## src/design/assert_macros.svh

```systemverilog
// ----------------------------------------------------------------------------
// assert_macros.svh
// Assertion macros used by the ordered array list RTL. Defining
// NO_ASSERTIONS turns every use into nothing.
// ----------------------------------------------------------------------------
`ifndef ASSERT_MACROS_SVH
`define ASSERT_MACROS_SVH

`ifndef NO_ASSERTIONS

// A property that must hold at every clock edge outside reset.
`define OAL_ASSERT(lbl, clk, rstn, prop, msg) \
  lbl: assert property (@(posedge clk) disable iff (!rstn) (prop)) else $error(msg);

// A trigger in a cycle that implies a consequence in the next cycle.
`define OAL_ASSERT_NEXT(lbl, clk, rstn, ante, cons, msg) \
  lbl: assert property (@(posedge clk) disable iff (!rstn) (ante) |=> (cons)) else $error(msg);

`else

`define OAL_ASSERT(lbl, clk, rstn, prop, msg)
`define OAL_ASSERT_NEXT(lbl, clk, rstn, ante, cons, msg)

`endif

`endif

```

## src/design/oal_pkg.sv

```systemverilog
// ----------------------------------------------------------------------------
// oal_pkg
// Types and constants shared by the ordered array list and its cells.
// ----------------------------------------------------------------------------
`default_nettype none

package oal_pkg;

  // Default sizing of the list.
  localparam int DepthDef     = 16;
  localparam int ElemWidthDef = 32;

  // Fixed port widths.
  localparam int PosW    = 5;
  localparam int ValW    = 32;
  localparam int CountW  = 5;
  localparam int StatusW = 2;

  // Request codes.
  typedef enum logic [1:0] {
    REQ_APPEND = 2'd0,
    REQ_INSERT = 2'd1,
    REQ_REMOVE = 2'd2,
    REQ_READ   = 2'd3
  } req_e;

  // Status codes.
  typedef enum logic [StatusW-1:0] {
    ST_OK    = 2'd0,
    ST_RANGE = 2'd1,
    ST_FULL  = 2'd2
  } status_e;

  // Operation broadcast to every cell for one accepted transaction.
  typedef struct packed {
    logic ins;  // shift up from the index and load the new value
    logic rem;  // shift down from the index
    logic rd;   // drive the value at the index onto the read bus
  } cell_op_t;

endpackage

`default_nettype wire

```

## src/design/oal_cell.sv

```systemverilog
// ----------------------------------------------------------------------------
// oal_cell
// One list slot. Holds one entry and, on an insert or remove, takes its
// value from the neighbor below or above, so the whole row shifts at once.
// ----------------------------------------------------------------------------
`default_nettype none

module oal_cell
  import oal_pkg::*;
#(
  parameter int ELEM_WIDTH = ElemWidthDef,
  parameter int IDX_W      = PosW,
  parameter int INDEX      = 0
) (
  input  wire logic                  clk_i,
  input  wire cell_op_t              op_i,
  input  wire logic [IDX_W-1:0]      idx_i,
  input  wire logic [ELEM_WIDTH-1:0] new_value_i,
  input  wire logic [ELEM_WIDTH-1:0] left_i,
  input  wire logic [ELEM_WIDTH-1:0] right_i,
  output logic      [ELEM_WIDTH-1:0] value_o,
  output logic      [ELEM_WIDTH-1:0] rd_o
);

  localparam logic [IDX_W-1:0] MyIdx = IDX_W'(INDEX);

  logic [ELEM_WIDTH-1:0] value_q;
  logic [ELEM_WIDTH-1:0] value_d;
  logic                  at_idx;
  logic                  above_idx;

  assign at_idx    = (idx_i == MyIdx);
  assign above_idx = (idx_i < MyIdx);

  // Next value: shift from the lower neighbor on insert, from the upper
  // neighbor on remove, otherwise hold.
  always_comb begin
    value_d = value_q;
    if (op_i.ins) begin
      if (above_idx) begin
        value_d = left_i;
      end else if (at_idx) begin
        value_d = new_value_i;
      end
    end else if (op_i.rem) begin
      if (above_idx || at_idx) begin
        value_d = right_i;
      end
    end
  end

  always_ff @(posedge clk_i) begin
    value_q <= value_d;
  end

  assign value_o = value_q;

  // Only the addressed cell drives the read bus.
  assign rd_o = (op_i.rd && at_idx) ? value_q : '0;

endmodule

`default_nettype wire

```

## src/design/ordered_array_list.sv

```systemverilog
// ----------------------------------------------------------------------------
// ordered_array_list
// Ordered list of up to DEPTH values with append, insert at index, remove at
// index and read at index.
//
// The request channel (in_valid_i / in_ready_o) carries req_type_i,
// position_i and new_value_i. Every transaction produces exactly one result
// transaction on the response channel (out_valid_o / out_ready_i): a status,
// the value read and the entry count after the request.
// The result sits in an output register the cycle after acceptance.
// Throughput is one transaction per cycle while the receiver takes each
// result; the entries live in a row of cells that all shift in the same
// cycle, and the read value is gathered by an OR over the cells.
// in_ready_o is high while the output register is empty or being emptied,
// so a stalled receiver holds back new requests only while a result waits.
// Reset empties the list and the output register; entry contents are not
// cleared and need no clearing pass.
// ----------------------------------------------------------------------------
`default_nettype none

`include "assert_macros.svh"

module ordered_array_list
  import oal_pkg::*;
#(
  parameter int DEPTH      = DepthDef,
  parameter int ELEM_WIDTH = ElemWidthDef
) (
  input  wire logic               clk_i,
  input  wire logic               rst_ni,
  input  wire logic               in_valid_i,
  output logic                    in_ready_o,
  input  wire logic [1:0]         req_type_i,
  input  wire logic [PosW-1:0]    position_i,
  input  wire logic [ValW-1:0]    new_value_i,
  output logic                    out_valid_o,
  input  wire logic               out_ready_i,
  output logic      [StatusW-1:0] status_o,
  output logic      [ValW-1:0]    read_value_o,
  output logic      [CountW-1:0]  entry_count_o
);

  localparam int CntW = $clog2(DEPTH + 1);
  localparam int CmpW = (CntW > PosW) ? CntW : PosW;
  localparam logic [CntW-1:0] Full = CntW'(DEPTH);

  logic [CntW-1:0]    count_q, count_d;
  logic               out_valid_q;
  status_e            status_q, status_d;
  logic [ValW-1:0]    read_value_q, read_value_d;
  logic [CountW-1:0]  count_out_q;

  logic               in_acc;
  req_e               req;
  logic [CmpW-1:0]    pos_c, cnt_c, idx;
  logic               is_full;
  cell_op_t           op;
  logic [ELEM_WIDTH-1:0] elem_in;
  logic [ELEM_WIDTH-1:0] rd_bus;

  logic [ELEM_WIDTH-1:0] cell_val [DEPTH];
  logic [ELEM_WIDTH-1:0] cell_rd  [DEPTH];

  assign in_ready_o = !out_valid_q || out_ready_i;
  assign in_acc     = in_valid_i && in_ready_o;
  assign req        = req_e'(req_type_i);
  assign pos_c      = CmpW'(position_i);
  assign cnt_c      = CmpW'(count_q);
  assign is_full    = (count_q == Full);
  assign elem_in    = ELEM_WIDTH'(new_value_i);

  // Request decode: status, target index and the operation for the cells.
  always_comb begin
    status_d = ST_OK;
    idx      = pos_c;
    op       = '0;
    count_d  = count_q;
    unique case (req) inside
      REQ_APPEND, REQ_INSERT: begin
        if (req == REQ_APPEND) begin
          idx = cnt_c;
        end
        if (idx > cnt_c) begin
          status_d = ST_RANGE;
        end else if (is_full) begin
          status_d = ST_FULL;
        end else begin
          op.ins  = in_acc;
          count_d = count_q + CntW'(1);
        end
      end
      REQ_REMOVE: begin
        if (pos_c >= cnt_c) begin
          status_d = ST_RANGE;
        end else begin
          op.rem  = in_acc;
          count_d = count_q - CntW'(1);
        end
      end
      REQ_READ: begin
        if (pos_c >= cnt_c) begin
          status_d = ST_RANGE;
        end else begin
          op.rd = 1'b1;
        end
      end
      default: begin
        status_d = ST_RANGE;
      end
    endcase
  end

  // Row of cells; each one looks at its neighbors.
  for (genvar g = 0; g < DEPTH; g++) begin : g_cell
    logic [ELEM_WIDTH-1:0] left_v;
    logic [ELEM_WIDTH-1:0] right_v;

    if (g == 0) begin : g_first
      assign left_v = elem_in;
    end else begin : g_mid_lo
      assign left_v = cell_val[g-1];
    end

    if (g == DEPTH - 1) begin : g_last
      assign right_v = cell_val[g];
    end else begin : g_mid_hi
      assign right_v = cell_val[g+1];
    end

    oal_cell #(
      .ELEM_WIDTH(ELEM_WIDTH),
      .IDX_W     (CmpW),
      .INDEX     (g)
    ) u_cell (
      .clk_i      (clk_i),
      .op_i       (op),
      .idx_i      (idx),
      .new_value_i(elem_in),
      .left_i     (left_v),
      .right_i    (right_v),
      .value_o    (cell_val[g]),
      .rd_o       (cell_rd[g])
    );
  end

  // At most one cell drives a nonzero read value.
  always_comb begin
    rd_bus = '0;
    for (int i = 0; i < DEPTH; i++) begin
      rd_bus = rd_bus | cell_rd[i];
    end
  end

  assign read_value_d = ValW'(rd_bus);

  // Entry count and output valid.
  always_ff @(posedge clk_i or negedge rst_ni) begin
    if (!rst_ni) begin
      count_q     <= '0;
      out_valid_q <= 1'b0;
    end else begin
      if (in_acc) begin
        count_q     <= count_d;
        out_valid_q <= 1'b1;
      end else if (out_ready_i) begin
        out_valid_q <= 1'b0;
      end
    end
  end

  // Result payload register.
  always_ff @(posedge clk_i) begin
    if (in_acc) begin
      status_q     <= status_d;
      read_value_q <= read_value_d;
      count_out_q  <= CountW'(count_d);
    end
  end

  assign out_valid_o   = out_valid_q;
  assign status_o      = status_q;
  assign read_value_o  = read_value_q;
  assign entry_count_o = count_out_q;

  // The count never passes the capacity.
  `OAL_ASSERT(a_count_bound, clk_i, rst_ni, count_q <= Full, "entry count above capacity")

  // An append to a full list reports full and keeps the count.
  `OAL_ASSERT_NEXT(a_full_append, clk_i, rst_ni, in_acc && is_full && req == REQ_APPEND,
    status_q == ST_FULL && count_q == Full, "append to full list not rejected")

  // A failed request never returns a read value.
  `OAL_ASSERT(a_fail_zero, clk_i, rst_ni, !(out_valid_q && status_q != ST_OK) || read_value_q == '0,
    "nonzero read value on failed request")

  // A successful insert grows the list by one.
  `OAL_ASSERT_NEXT(a_ins_grow, clk_i, rst_ni, in_acc && op.ins,
    count_q == $past(count_q) + CntW'(1), "insert did not grow the list")

endmodule

`default_nettype wire

```

## config.mk

```make
export PLATFORM = sky130hd
export DESIGN_NAME = ordered_array_list
export DESIGN_NICKNAME = d
export VERILOG_FILES = /design/src/design/oal_pkg.sv /design/src/design/oal_cell.sv /design/src/design/ordered_array_list.sv
export VERILOG_INCLUDE_DIRS = /design/src /design/src/design
export SDC_FILE = /design/constraint.sdc
export NUM_CORES = 1
export LEC_CHECK = 0
export ABC_AREA = 1
export BUFFER_PORTS_ARGS = -buffer_cell sky130_fd_sc_hd__buf_2
export CAP_MARGIN = 20
export CELL_PAD_IN_SITES_DETAIL_PLACEMENT = 1
export CELL_PAD_IN_SITES_GLOBAL_PLACEMENT = 1
export CORE_ASPECT_RATIO = 1.4
export CORE_MARGIN = 4
export CORE_UTILIZATION = 48
export CTS_CLUSTER_SIZE = 25
export DETAILED_ROUTE_END_ITERATION = 10
export PLACE_DENSITY = 0.78
export SLEW_MARGIN = 0
export SYNTH_ARGS = -nofsm -noshare
export SYNTH_HDL_FRONTEND = slang
export SYNTH_SLANG_ARGS = --single-unit
```

## constraint.sdc

```tcl
create_clock -name clk_i -period 5.6 [get_ports clk_i]
set_input_delay 0.56 -clock clk_i [delete_from_list [all_inputs] [get_ports clk_i]]
set_output_delay 0.56 -clock clk_i [all_outputs]
set_load 0.05 [all_outputs]
```

# After elaboration in Yosys (flattened, before gate mapping)
# Cells that the tools add are included.
# totals
ff_bits	557
in_bits	43
out_inout_bits	41
elab_cells	275
# classes
addsub	2
n_lt_le_gt_ge	18
eq_ne	34
muxes	113
bitwise_logic	15
n_reduce_logical	72
# op_table
op	count
$mux W32	93
$or A32 B32 Y32	15
$reduce_and A3 Y1	15
$ne A3 B1 Y1 const B	14
$eq A5 B4 Y1 const B	8
$lt A5 B4 Y1 const B	8
$reduce_bool A2 Y1	18
$mux W5	6
$eq A5 B3 Y1 const B	4
$lt A5 B3 Y1 const B	4
$logic_and A1 B1 Y1	17
$logic_or A1 B1 Y1	16
$eq A5 B2 Y1 const B	2
$lt A5 B1 Y1 const B	2
$lt A5 B2 Y1 const B	2
$mux W1	10
$pmux W5 S2	1
$add A5 B1 Y5 const B	1
$eq A5 B1 Y1 const B	1
$eq A5 B5 Y1 const B	1
$ge A5 B5 Y1	1
$gt A5 B5 Y1	1
$logic_not A5 Y1	1
$sub A5 B1 Y5 const B	1
9 further kinds	12

# Logic depth before layout (Yosys ltp)
# Gate-level depths: netlist of run 1.
# depth
word_depth	22
ltp_mapped	18
mapped_depth_nobuf	17

# By module
# Synthesis of run 1 repeated with hierarchy kept, for this count alone.
# hier_totals
hier_cells	5669
hier_area_um2	40702.8
# by_module_without_submodules
module	instances	cells_each	area_per_inst_um2	seq_area_each_um2
ordered_array_list	1	351	3150.5	1321.3
oal_cell (g_cell[15].u_cell)	1	350	2484.9	960.9
oal_cell (g_cell[14].u_cell)	1	320	2477.4	960.9
oal_cell (g_cell[7].u_cell)	1	317	2463.6	960.9
oal_cell (g_cell[10].u_cell)	1	352	2431.1	960.9
oal_cell (g_cell[6].u_cell)	1	349	2418.6	960.9
oal_cell (g_cell[4].u_cell)	1	349	2403.6	960.9
oal_cell (g_cell[1].u_cell)	1	349	2398.6	960.9
oal_cell (g_cell[12].u_cell)	1	349	2371.0	960.9
oal_cell (g_cell[13].u_cell)	1	353	2362.3	960.9
oal_cell (g_cell[8].u_cell)	1	346	2357.3	960.9
oal_cell (g_cell[3].u_cell)	1	350	2351.0	960.9
oal_cell (g_cell[9].u_cell)	1	347	2304.7	960.9
oal_cell (g_cell[2].u_cell)	1	350	2278.4	960.9
+3 rows	-	-	-	-

# Worst setup path after synthesis of run 1
# No wires, ideal clock.
# synth_path
path_type	register to register
start	register out_valid_q (netlist: out_valid_o)
end	register g_cell[0].u_cell.value_q[0] (enable)
setup_time_ns	0.461
t_arrival_ns	4.687
required_ns	5.139
slack_ns	0.452
stages_incl_launch_ff	9
path_buffers	1
synth_period_minus_slack_ns	5.148
path_cell_list	dfrtp_1 nand2_1 nand2_1 inv_2 nand4_2 buf_6 nand2_1 inv_1 nor3_1
# synth_via
elab_chain_cells	8
word_cells_on_any_way	12
cone_classes	eq/ne (1); mux (5); reduce/logical (6)
# synth_lines
element	line	rtl
start, declared	ordered_array_list.sv:48	logic out_valid_q;
start signal, assigned	ordered_array_list.sv:160	out_valid_q <= 1'b0;
start signal, assigned	ordered_array_list.sv:164	out_valid_q <= 1'b1;
start signal, assigned	ordered_array_list.sv:166	out_valid_q <= 1'b0;
$logic_not A1 Y1 *	ordered_array_list.sv:64	assign in_ready_o = !out_valid_q || out_ready_i;
$logic_or A1 B1 Y1 *	ordered_array_list.sv:64	
net in_ready_o	ordered_array_list.sv:32	output logic in_ready_o,
$logic_and A1 B1 Y1 *	ordered_array_list.sv:65	assign in_acc = in_valid_i && in_ready_o;
net in_acc	ordered_array_list.sv:53	logic in_acc;
$mux W1	ordered_array_list.sv:85	end else if (is_full) begin
$mux W1	ordered_array_list.sv:83	if (idx > cnt_c) begin
$mux W1	ordered_array_list.sv:78	unique case (req) inside
$ne A3 B3 Y1 (no source line) / $reduce_bool A2 Y1 (equally long branches)	-	
$reduce_and A3 Y1 (no source line) *	-	
end signal, assigned	oal_cell.sv:53	value_q <= value_d;
end, declared	oal_cell.sv:27	logic [ELEM_WIDTH-1:0] value_q;
# Mark *: on every way through the listed nets, which the timed path passes. The rest lies on a longest branch.
# A chain may end at the register's enable or synchronous reset.

# Worst setup path in the final report of run 1
# layout_path
start	register count_q[4] (netlist: cnt_c[4])
end	register g_cell[11].u_cell.value_q[20] (data pin)
# layout_via
elab_chain_cells	6
word_cells_on_any_way	11
cone_classes	order compare (2); eq/ne (1); mux (8)
# layout_lines
element	line	rtl
start, declared	ordered_array_list.sv:47	logic [CntW-1:0] count_q, count_d;
start signal, assigned	ordered_array_list.sv:163	count_q <= count_d;
$mux W5	ordered_array_list.sv:80	if (req == REQ_APPEND) begin
$mux W5	ordered_array_list.sv:78	
$mux W5 / $gt A5 B5 Y1 (equally long branches)	ordered_array_list.sv:78, ordered_array_list.sv:83	
$lt A5 B4 Y1 / $mux W1 (equally long branches)	oal_cell.sv:33, ordered_array_list.sv:83	
$mux W32 / $mux W1 (equally long branches)	oal_cell.sv:40, ordered_array_list.sv:78	
$mux W32 *	oal_cell.sv:39	if (op_i.ins) begin
net g_cell[11].u_cell.value_d[20]	oal_cell.sv:28	logic [ELEM_WIDTH-1:0] value_d;
end signal, assigned	oal_cell.sv:53	
end, declared	oal_cell.sv:27	
# Mark *: on every way through the listed nets, which the timed path passes. The rest lies on a longest branch. The select of a mux whose other input is x is not followed.

==> key figures, run 1 <==
Synth
  • Post-Syn Area: 33400 sq um
  • Yosys cell types: 36
  • Mean Syn Cell Area: 7.82 sq um
  • Mapped Nets: 4320
  • Seq cells post-synth: 557
  • Post-synthesis sequential area ratio: 50.0%
  • Post-Syn Instances: 4265
  • Yosys Warn Count: 0

Floorplan
  • Top Ports: 84
  • Core Region: 69000 sq um
  • Die ar.: 73800 sq um
  • Die width: 231 um
  • Row cnt: 114
  • Starting Density: 48.3%
  • Die Ht: 320 um

Timing
  • Setup TNS: 0 ps
  • Final min period: 4150 ps
  • Relative slew slack: 22.9%
  • Fmax: 0.241 GHz
  • Pins Over Slew Limit: 0
  • RSZ-0062 raised after global routing: false
  • Final Hold Vio Count: 0
  • Fin worst setup slack: 1450 ps
  • # setup viols final: 0
  • WHS: 200 ps
  • Worst-Margin Slew: 1160 ps
  • Clock Skews: 19.1 ps
  • Tcrit/Tclk final: 74.2%

Setup path
  • Crit end category: register
  • Critical path buffers and inverters: 4
  • CP arrival: 4520 ps
  • Critical path type: register to register
  • Ordered list of cells on the worst path: inv_1 -> nand2_2 -> nand2_4 -> inv_1 -> ha_1 -> nand2_1 -> nor2_1 -> nand2_1 -> nand3_1 -> nand2_1 -> nand4_4 -> buf_4 -> buf_4 -> o21ai_1
  • CP max FO: 75
  • Critical Path Start Type: register
  • Largest stage delay on the critical path: 710 ps
  • Crit path max-delay cell type: buf_4
  • Delay-heaviest family, CP: buffers and inverters
  • CP required: 5970 ps
  • Most common cell type on the critical path: nand2_1

Clocking
  • CTS buffer count: 60
  • Post-CTS Setup Bufs: 0
  • CTS resizes: 0
  • CTS tree: yes
  • Clk sinks: 557
  • Root Buffer: clkbuf_16
  • Reg clk slew, reported paths: 60 ps
  • CTS max path bufs: 3
  • H-tree levels: 2
  • Skew-Pair Late Insertion Delay: 660 ps

Placed design
  • Post-DP HPWL: 78.2 mm
  • DP Worst Slack: 1020 ps
  • RePlAce Congestion: 0.836
  • Placed Cells: 5013
  • IO buf count: 83

Drt
  • Drt pass-1 iters: 6
  • Final wirelength: 134 mm
  • DR vias/cell: 6.20
  • Via count: 31800
  • DRC Markers: 0
  • Initial DRC Count: 3452
  • ANT nets after route: 0
  • WL/cell: 26.1 um

Global routing
  • Met3 usage: 5.29%
  • M2 GR Usage: 58.9%
  • Number of global-route vias before repair: 32000
  • Initial antenna violation count: 1
  • Met1 GRT Util: 45.9%
  • First-pass GRT wire length: 200 mm
  • Grt peak-use layer: met2
  • Grt total ovfl: 0
  • All-Layer GR Usage: 35.7%
  • Largest net degree at the start of global routing: 237

Flow run
  • Number of max-cap violations: 0

Status
  • Status: complete, no violations

Power
  • Total power: 0.0126 W
  • Leak: 15.2 nW
  • P per Cell Area: 347 nW/um^2
  • Maximum vdd drop: 263 uV

Final layout
  • Layout Nets: 4203
  • Area delta synth->final: 9.01%
  • Layout Cells excl Fill: 5129
  • Layout cell share with drive strength beyond 1: 7.57%

Min path
  • Hold crit path type: primary input to register
[state kept, by name (all words and copies together), names as in the netlist]
register,count
g_cell.u_cell.value_o,512
entry_count_o,5
read_value_o,32
out_valid_o,1
cnt_c,5
status_o,2
[metal layers]
metal  wire [um]  vias up  share of wire (%)
met2       63600     1521                 47
met4        8330        0                6.2
li1            -    14100                  -
met5           0        -                  0
met1       51000    15700                 38
met3       11100      460                8.3
[where the power goes]
| part | leakage, nW | internal, W | total, W | switching [W] |
|---|---|---|---|---|
| sequential | 5.09 | 0.00510 | 0.00532 | 0.000215 |
| clock | 0.928 | 0.00219 | 0.00400 | 0.00181 |
| combinational | 9.21 | 0.000779 | 0.00329 | 0.00251 |
[through the flow]
| step | util, % | cell area (sq um) |
|---|---|---|
| 2_1_floorplan | - | 33400 |
| 3_3_place_gp | 49.9 | 34400 |
| 3_5_place_dp | 49.9 | 34500 |
| 4_1_cts | 52.7 | 36400 |
| 5_1_grt | 52.7 | 36400 |
| 6_report | 52.7 | 36400 |
[cells in the final DEF (no fill, tap or decap), types with 2 or more instances in the layout]
cell        Yosys  routed
nand2_1      1515    1514
nand3_1       586     586
edfxtp_1      551     551
o21ai_0       335     335
inv_1         278     276
nor2_1        193     169
o21ai_1       165     162
o211ai_1      131     131
buf_2         141      83
buf_4          30      63
clkbuf_16       0      62
a21oi_1        36      36
nor2_4          3      35
o31ai_1        33      33
o21a_1         28      28
clkinv_1        1      21
clkinv_2        0      17
buf_12          0      17
ha_1           12      12
nand2_2         9       8
clkbuf_1      155       8
xor2_1          6       6
dfrtp_1         6       6
nand2_4         3       5
clkinvlp_4      0       4
bufinv_16       0       4
inv_2           4       3
o21ai_4         0       3
nand3_2         4       3
nor2_2         10       2
nand3_4         1       2
clkinv_8        0       2
o21ai_2         2       2
and2_1          2       2
[area by class of cell]
| cell class | instances | area, sq um |
|---|---|---|
| Fill cell | 8546 | 32700 |
| Sequential cell | 557 | 16700 |
| Multi-Input combinational cell | 3081 | 14300 |
| Clock buffer | 70 | 1580 |
| Timing Repair Buffer | 164 | 1240 |
| Tap cell | 928 | 1160 |
| Inverter | 284 | 1080 |
| Clock inverter | 44 | 317 |
| Antenna cell | 1 | 2.50 |
[worst register-to-register path, cell delays in order, from the launching register on]
cell and delay (ps):
dfrtp_1 450, inv_1 220, nand2_2 100, nand2_4 230
inv_1 150, ha_1 320, nand2_1 70, nor2_1 150
nand2_1 70, nand3_1 90, nand2_1 170, nand4_4 230
buf_4 670, buf_4 760, o21ai_1 220
[final timing paths]
check	end	cells after the start	slack (ps)	from
setup / recovery	g_cell[11].u_cell.value_o[20]$_DFFE_PP_	14	1450	cnt_c[4]$_DFFE_PN0P_
hold / removal	out_valid_o$_DFFE_PN0P_	4	200	out_ready_i
setup reg to reg	g_cell[11].u_cell.value_o[20]$_DFFE_PP_	14	1450	cnt_c[4]$_DFFE_PN0P_
hold reg to reg	out_valid_o$_DFFE_PN0P_	2	550	out_valid_o$_DFFE_PN0P_
max in group asynchronous	cnt_c[2]$_DFFE_PN0P_	2	5180	rst_ni
min in group asynchronous	cnt_c[0]$_DFFE_PN0P_	2	270	rst_ni
[cells by family (layout without fill, tap and decap cells)]
group                      count (synthesis)  count (layout)  synth area share [%]
other                                      0               1                     0
AOI/OAI and AO/OA                        731             731                  12.4
DFF                                      557             557                  50.0
adders and majority gates                 12              12                 0.450
buffers and inverters                    627             562                  8.00
xor gates and xnor gates                   7               7                 0.184
and+or+nand+nor                         2331            2331                  28.9
[synthesized netlist by cell type]
cell type	count	area, sq um
a21oi_1	36	180
and2_1	2	12.5
and3_1	1	6.26
buf_1	14	52.6
buf_2	141	706
buf_4	30	225
buf_6	3	33.8
clkbuf_1	155	582
clkinv_1	1	3.75
dfrtp_1	6	150
edfxtp_1	551	16500
ha_1	12	150
inv_1	278	1040
inv_2	4	15.0
inv_4	1	6.26
nand2_1	1515	5690
nand2_2	9	56.3
nand2_4	3	33.8
nand3_1	586	2930
nand3_2	4	40.0
nand3_4	1	17.5
nand4_1	1	6.26
nand4_2	1	12.5
nor2_1	193	724
nor2_2	10	62.6
nor2_4	3	33.8
nor3_1	2	10.0
o211ai_1	131	983
o21a_1	28	210
o21ai_0	335	1680
o21ai_1	165	826
o21ai_2	2	17.5
o21bai_1	1	7.51
o31ai_1	33	248
xnor2_1	1	8.76
xor2_1	6	52.6
[timing repair]
| action | 4_1_cts | 5_1_grt |
|---|---|---|
| endpoints found under the hold margin | 6 | 0 |
| endpoints found under the setup margin | 0 | 0 |
| hold buffers | 1 | 0 |
(Power assumes the default switching activity.)
==> inputs of run 2 (changes only) <==
--- a/config.mk
+++ b/config.mk
@@ -13,10 +13,10 @@
 export CELL_PAD_IN_SITES_GLOBAL_PLACEMENT = 1
 export CORE_ASPECT_RATIO = 1.4
 export CORE_MARGIN = 4
-export CORE_UTILIZATION = 48
+export CORE_UTILIZATION = 43
 export CTS_CLUSTER_SIZE = 25
 export DETAILED_ROUTE_END_ITERATION = 10
-export PLACE_DENSITY = 0.78
+export PLACE_DENSITY = 0.74
 export SLEW_MARGIN = 0
 export SYNTH_ARGS = -nofsm -noshare
 export SYNTH_HDL_FRONTEND = slang
==> constraint.sdc (replaced) <==
create_clock -name clk_i -period 3.8 [get_ports clk_i]
set_input_delay 0.38 -clock clk_i [delete_from_list [all_inputs] [get_ports clk_i]]
set_output_delay 0.38 -clock clk_i [all_outputs]
set_load 0.05 [all_outputs]
==> run 2 against run 1 <==
Against the previous run:
- routed wire length grew 4.5%
- highest routed layer unchanged
- register-to-register slack lost 1000 ps
- clock skew is essentially flat
- worst hold slack lost 120 ps
- combinational power grew 55%
- via count grew 1.5%
- worst setup slack lost 1000 ps
- global-route usage shrank 2.4 points
==> key figures, run 2 (synthesized netlist as in run 1, its figures left out) <==
Status
  • Status: complete, no violations (unchanged)

Final layout
  • Most frequent cells in the layout: nand2_1 (1514), nand3_1 (586), edfxtp_1 (551), o21ai_0 (335), inv_1 (276) (unchanged)
  • Area delta synth->final: 11.7% (was 9.01%)
  • Layout Cells excl Fill: 5305 (was 5129)
  • Most common cell after layout, fill and taps aside: nand2_1 (unchanged)
  • Max reg flops: 512 (unchanged)
  • Layout cell share with drive strength beyond 1: 9.00% (was 7.57%)
  • # fillers: 9286 (was 8546)
  • Post-route cell area: 37300 sq um (was 36400 sq um)
  • Layout Nets: 4273 (was 4203)

Timing
  • Final Hold Vio Count: 0 (unchanged)
  • Worst-Margin Slew: 1040 ps (was 1160 ps)
  • Fmax: 0.297 GHz (was 0.241 GHz)
  • # setup viols final: 0 (unchanged)
  • Pins Over Slew Limit: 0 (unchanged)
  • Clock Skews: 19.6 ps (was 19.1 ps)
  • Relative slew slack: 30.7% (was 22.9%)
  • RSZ-0062 raised after global routing: false (unchanged)
  • Final min period: 3370 ps (was 4150 ps)
  • Tcrit/Tclk final: 88.7% (was 74.2%)

Global routing
  • Number of global-route vias before repair: 32100 (was 32000)
  • First-pass GRT wire length: 207 mm (was 200 mm)
  • Grt total ovfl: 0 (unchanged)
  • Initial antenna violation count: 2 (was 1)
  • Largest net degree at the start of global routing: 174 (was 237)
  • All-Layer GR Usage: 33.3% (was 35.7%)

Setup path
  • CP arrival: 3660 ps (was 4520 ps)
  • Critical Path Start Type: register (unchanged)
  • CP max FO: 17 (was 75)
  • CP endpoint: g_cell[9].u_cell.value_o[27]$_DFFE_PP_ (was g_cell[11].u_cell.value_o[20]$_DFFE_PP_)
  • Setup crit start: cnt_c[3]$_DFFE_PN0P_ (was cnt_c[4]$_DFFE_PN0P_)
  • CP required: 4090 ps (was 5970 ps)
  • Crit end category: register (unchanged)
  • R2R depth: 13 (was 14)
  • Reg-to-reg slack, setup: 430 ps (was 1450 ps)
  • Reg-to-reg endpoint: g_cell[9].u_cell.value_o[27]$_DFFE_PP_ (was g_cell[11].u_cell.value_o[20]$_DFFE_PP_)
  • R2R Path Start: cnt_c[3]$_DFFE_PN0P_ (was cnt_c[4]$_DFFE_PN0P_)
  • Critical path type: register to register (unchanged)

Placed design
  • Post-DP HPWL: 86.2 mm (was 78.2 mm)
  • RePlAce Congestion: 0.857 (was 0.836)
  • IO buf count: 83 (unchanged)
  • Placed Cells: 5190 (was 5013)
  • Placed cell area: 35400 sq um (was 34500 sq um)

Clocking
  • Post-CTS Setup Bufs: 0 (unchanged)
  • Root Buffer: clkbuf_16 (unchanged)
  • Clk sinks: 557 (unchanged)
  • CTS tree: yes (unchanged)
  • CTS buffer count: 61 (was 60)
  • Reg clk slew, reported paths: 70 ps (was 60 ps)
  • H-tree levels: 2 (unchanged)
  • Skew-Pair Late Insertion Delay: 670 ps (was 660 ps)
  • CTS max path bufs: 3 (unchanged)

Power
  • Reg power frac: 41.6% (was 42.2%)
  • Power Internal: 0.0120 W (was 0.00808 W)
  • NetSw: 0.00682 W (was 0.00453 W)
  • P per Cell Area: 506 nW/um^2 (was 347 nW/um^2)
  • Leak: 15.6 nW (was 15.2 nW)
  • Comb power frac: 27.0% (was 26.1%)
  • Net Sw Frac: 36.2% (was 35.9%)
  • Maximum vdd drop: 443 uV (was 263 uV)
  • Clk pwr share: 31.4% (was 31.7%)
  • Total power: 0.0188 W (was 0.0126 W)

Drt
  • Via count: 32300 (was 31800)
  • Drt pass-1 iters: 5 (was 6)
  • WL/cell: 26.4 um (was 26.1 um)
  • Initial DRC Count: 3306 (was 3452)
  • DR vias/cell: 6.08 (was 6.20)
  • ANT nets after route: 0 (unchanged)
  • DRC Markers: 0 (unchanged)
  • Final wirelength: 140 mm (was 134 mm)

Floorplan
  • Die ar.: 82200 sq um (was 73800 sq um)
  • Top Ports: 84 (unchanged)
  • Die Ht: 338 um (was 320 um)
  • Row cnt: 120 (was 114)
  • Core Region: 76700 sq um (was 69000 sq um)
  • Starting Density: 43.5% (was 48.3%)
  • Die width: 243 um (was 231 um)

Min path
  • Hold crit path type: primary input to async pin (was primary input to register)

Flow run
  • Number of max-cap violations: 0 (unchanged)
## run 2: changes by cell type in the layout (fill, tap and decap cells not counted), sizes merged
cell         change
bufinv           -2
clkinv          -12
buf             +68
dlygate4sd3      +1
clkbuf          +14
clkinvlp         -2
## run 2: timing repair
action                                  CTS  global route
hold endpoints to repair                  7             0
endpoints found under the setup margin    0             0
hold buffers                              2             0
gates resized for setup                   0             0
## run 2: layer usage
metal | vias up | wire length (um) | GRT usage (%)
li1 | 14200 | - | -
met1 | 16100 | 53500 | 41.5
met2 | 1521 | 67100 | 56.8
met3 | 440 | 11100 | 4.60
met4 | 0 | 8470 | 17.1
met5 | - | 0 | 0
## run 2: metrics by stage
stage	util, %	hold slack (ps)	setup TNS (ps)	setup WS [ps]
2_1_floorplan	-	84.4	-71950	-471
3_3_place_gp	46.1	220	0	424
3_5_place_dp	46.1	221	0	369
4_1_cts	48.6	56.8	0	469
5_1_grt	48.6	90.0	0	169
6_report	48.6	84.2	0	430
## run 2: layout make-up
type,count,area [sq um],share of cell area [%]
Inverter,284,1080,2.90
Tap cell,1037,1300,3.48
Sequential cell,557,16700,44.8
Clock inverter,28,210,0.564
Timing Repair Buffer,233,2020,5.43
Multi-Input combinational cell,3081,14300,38.3
Antenna cell,1,2.50,0.00672
Clock buffer,84,1660,4.47
## run 2: power groups by stage
stage	Sequential [W]	Combinational (W)	Clock (W)
6_report	0.00785	0.00509	0.00591
4_1_cts	0.00784	0.00501	0.00600
3_3_place_gp	0.00796	0.00484	0
3_5_place_dp	0.00796	0.00499	0
2_1_floorplan	0.00801	0.00303	0
5_1_grt	0.00789	0.00549	0.00621
## run 2: worst max-delay path, cell delays in order (launching register included)
cell and delay [ps]:
dfrtp_1 530, inv_1 220, ha_1 330, nand2_1 60
nand2_1 40, a21oi_1 120, nand2_1 180, inv_1 240
nand3_1 120, nand2_1 160, inv_1 100, buf_4 280
nor2_4 130, buf_4 460
## run 2: worst min path at each step
stage,startpoint,endpoint,slack [ps],depth (start not counted)
floorplan,rst_ni,cnt_c[0]$_DFFE_PN0P_,80,0
global placement,rst_ni,out_valid_o$_DFFE_PN0P_,220,1
detailed placement,rst_ni,out_valid_o$_DFFE_PN0P_,220,1
CTS,rst_ni,cnt_c[0]$_DFFE_PN0P_,60,2
global route,rst_ni,cnt_c[0]$_DFFE_PN0P_,90,2
finish,rst_ni,cnt_c[0]$_DFFE_PN0P_,80,2
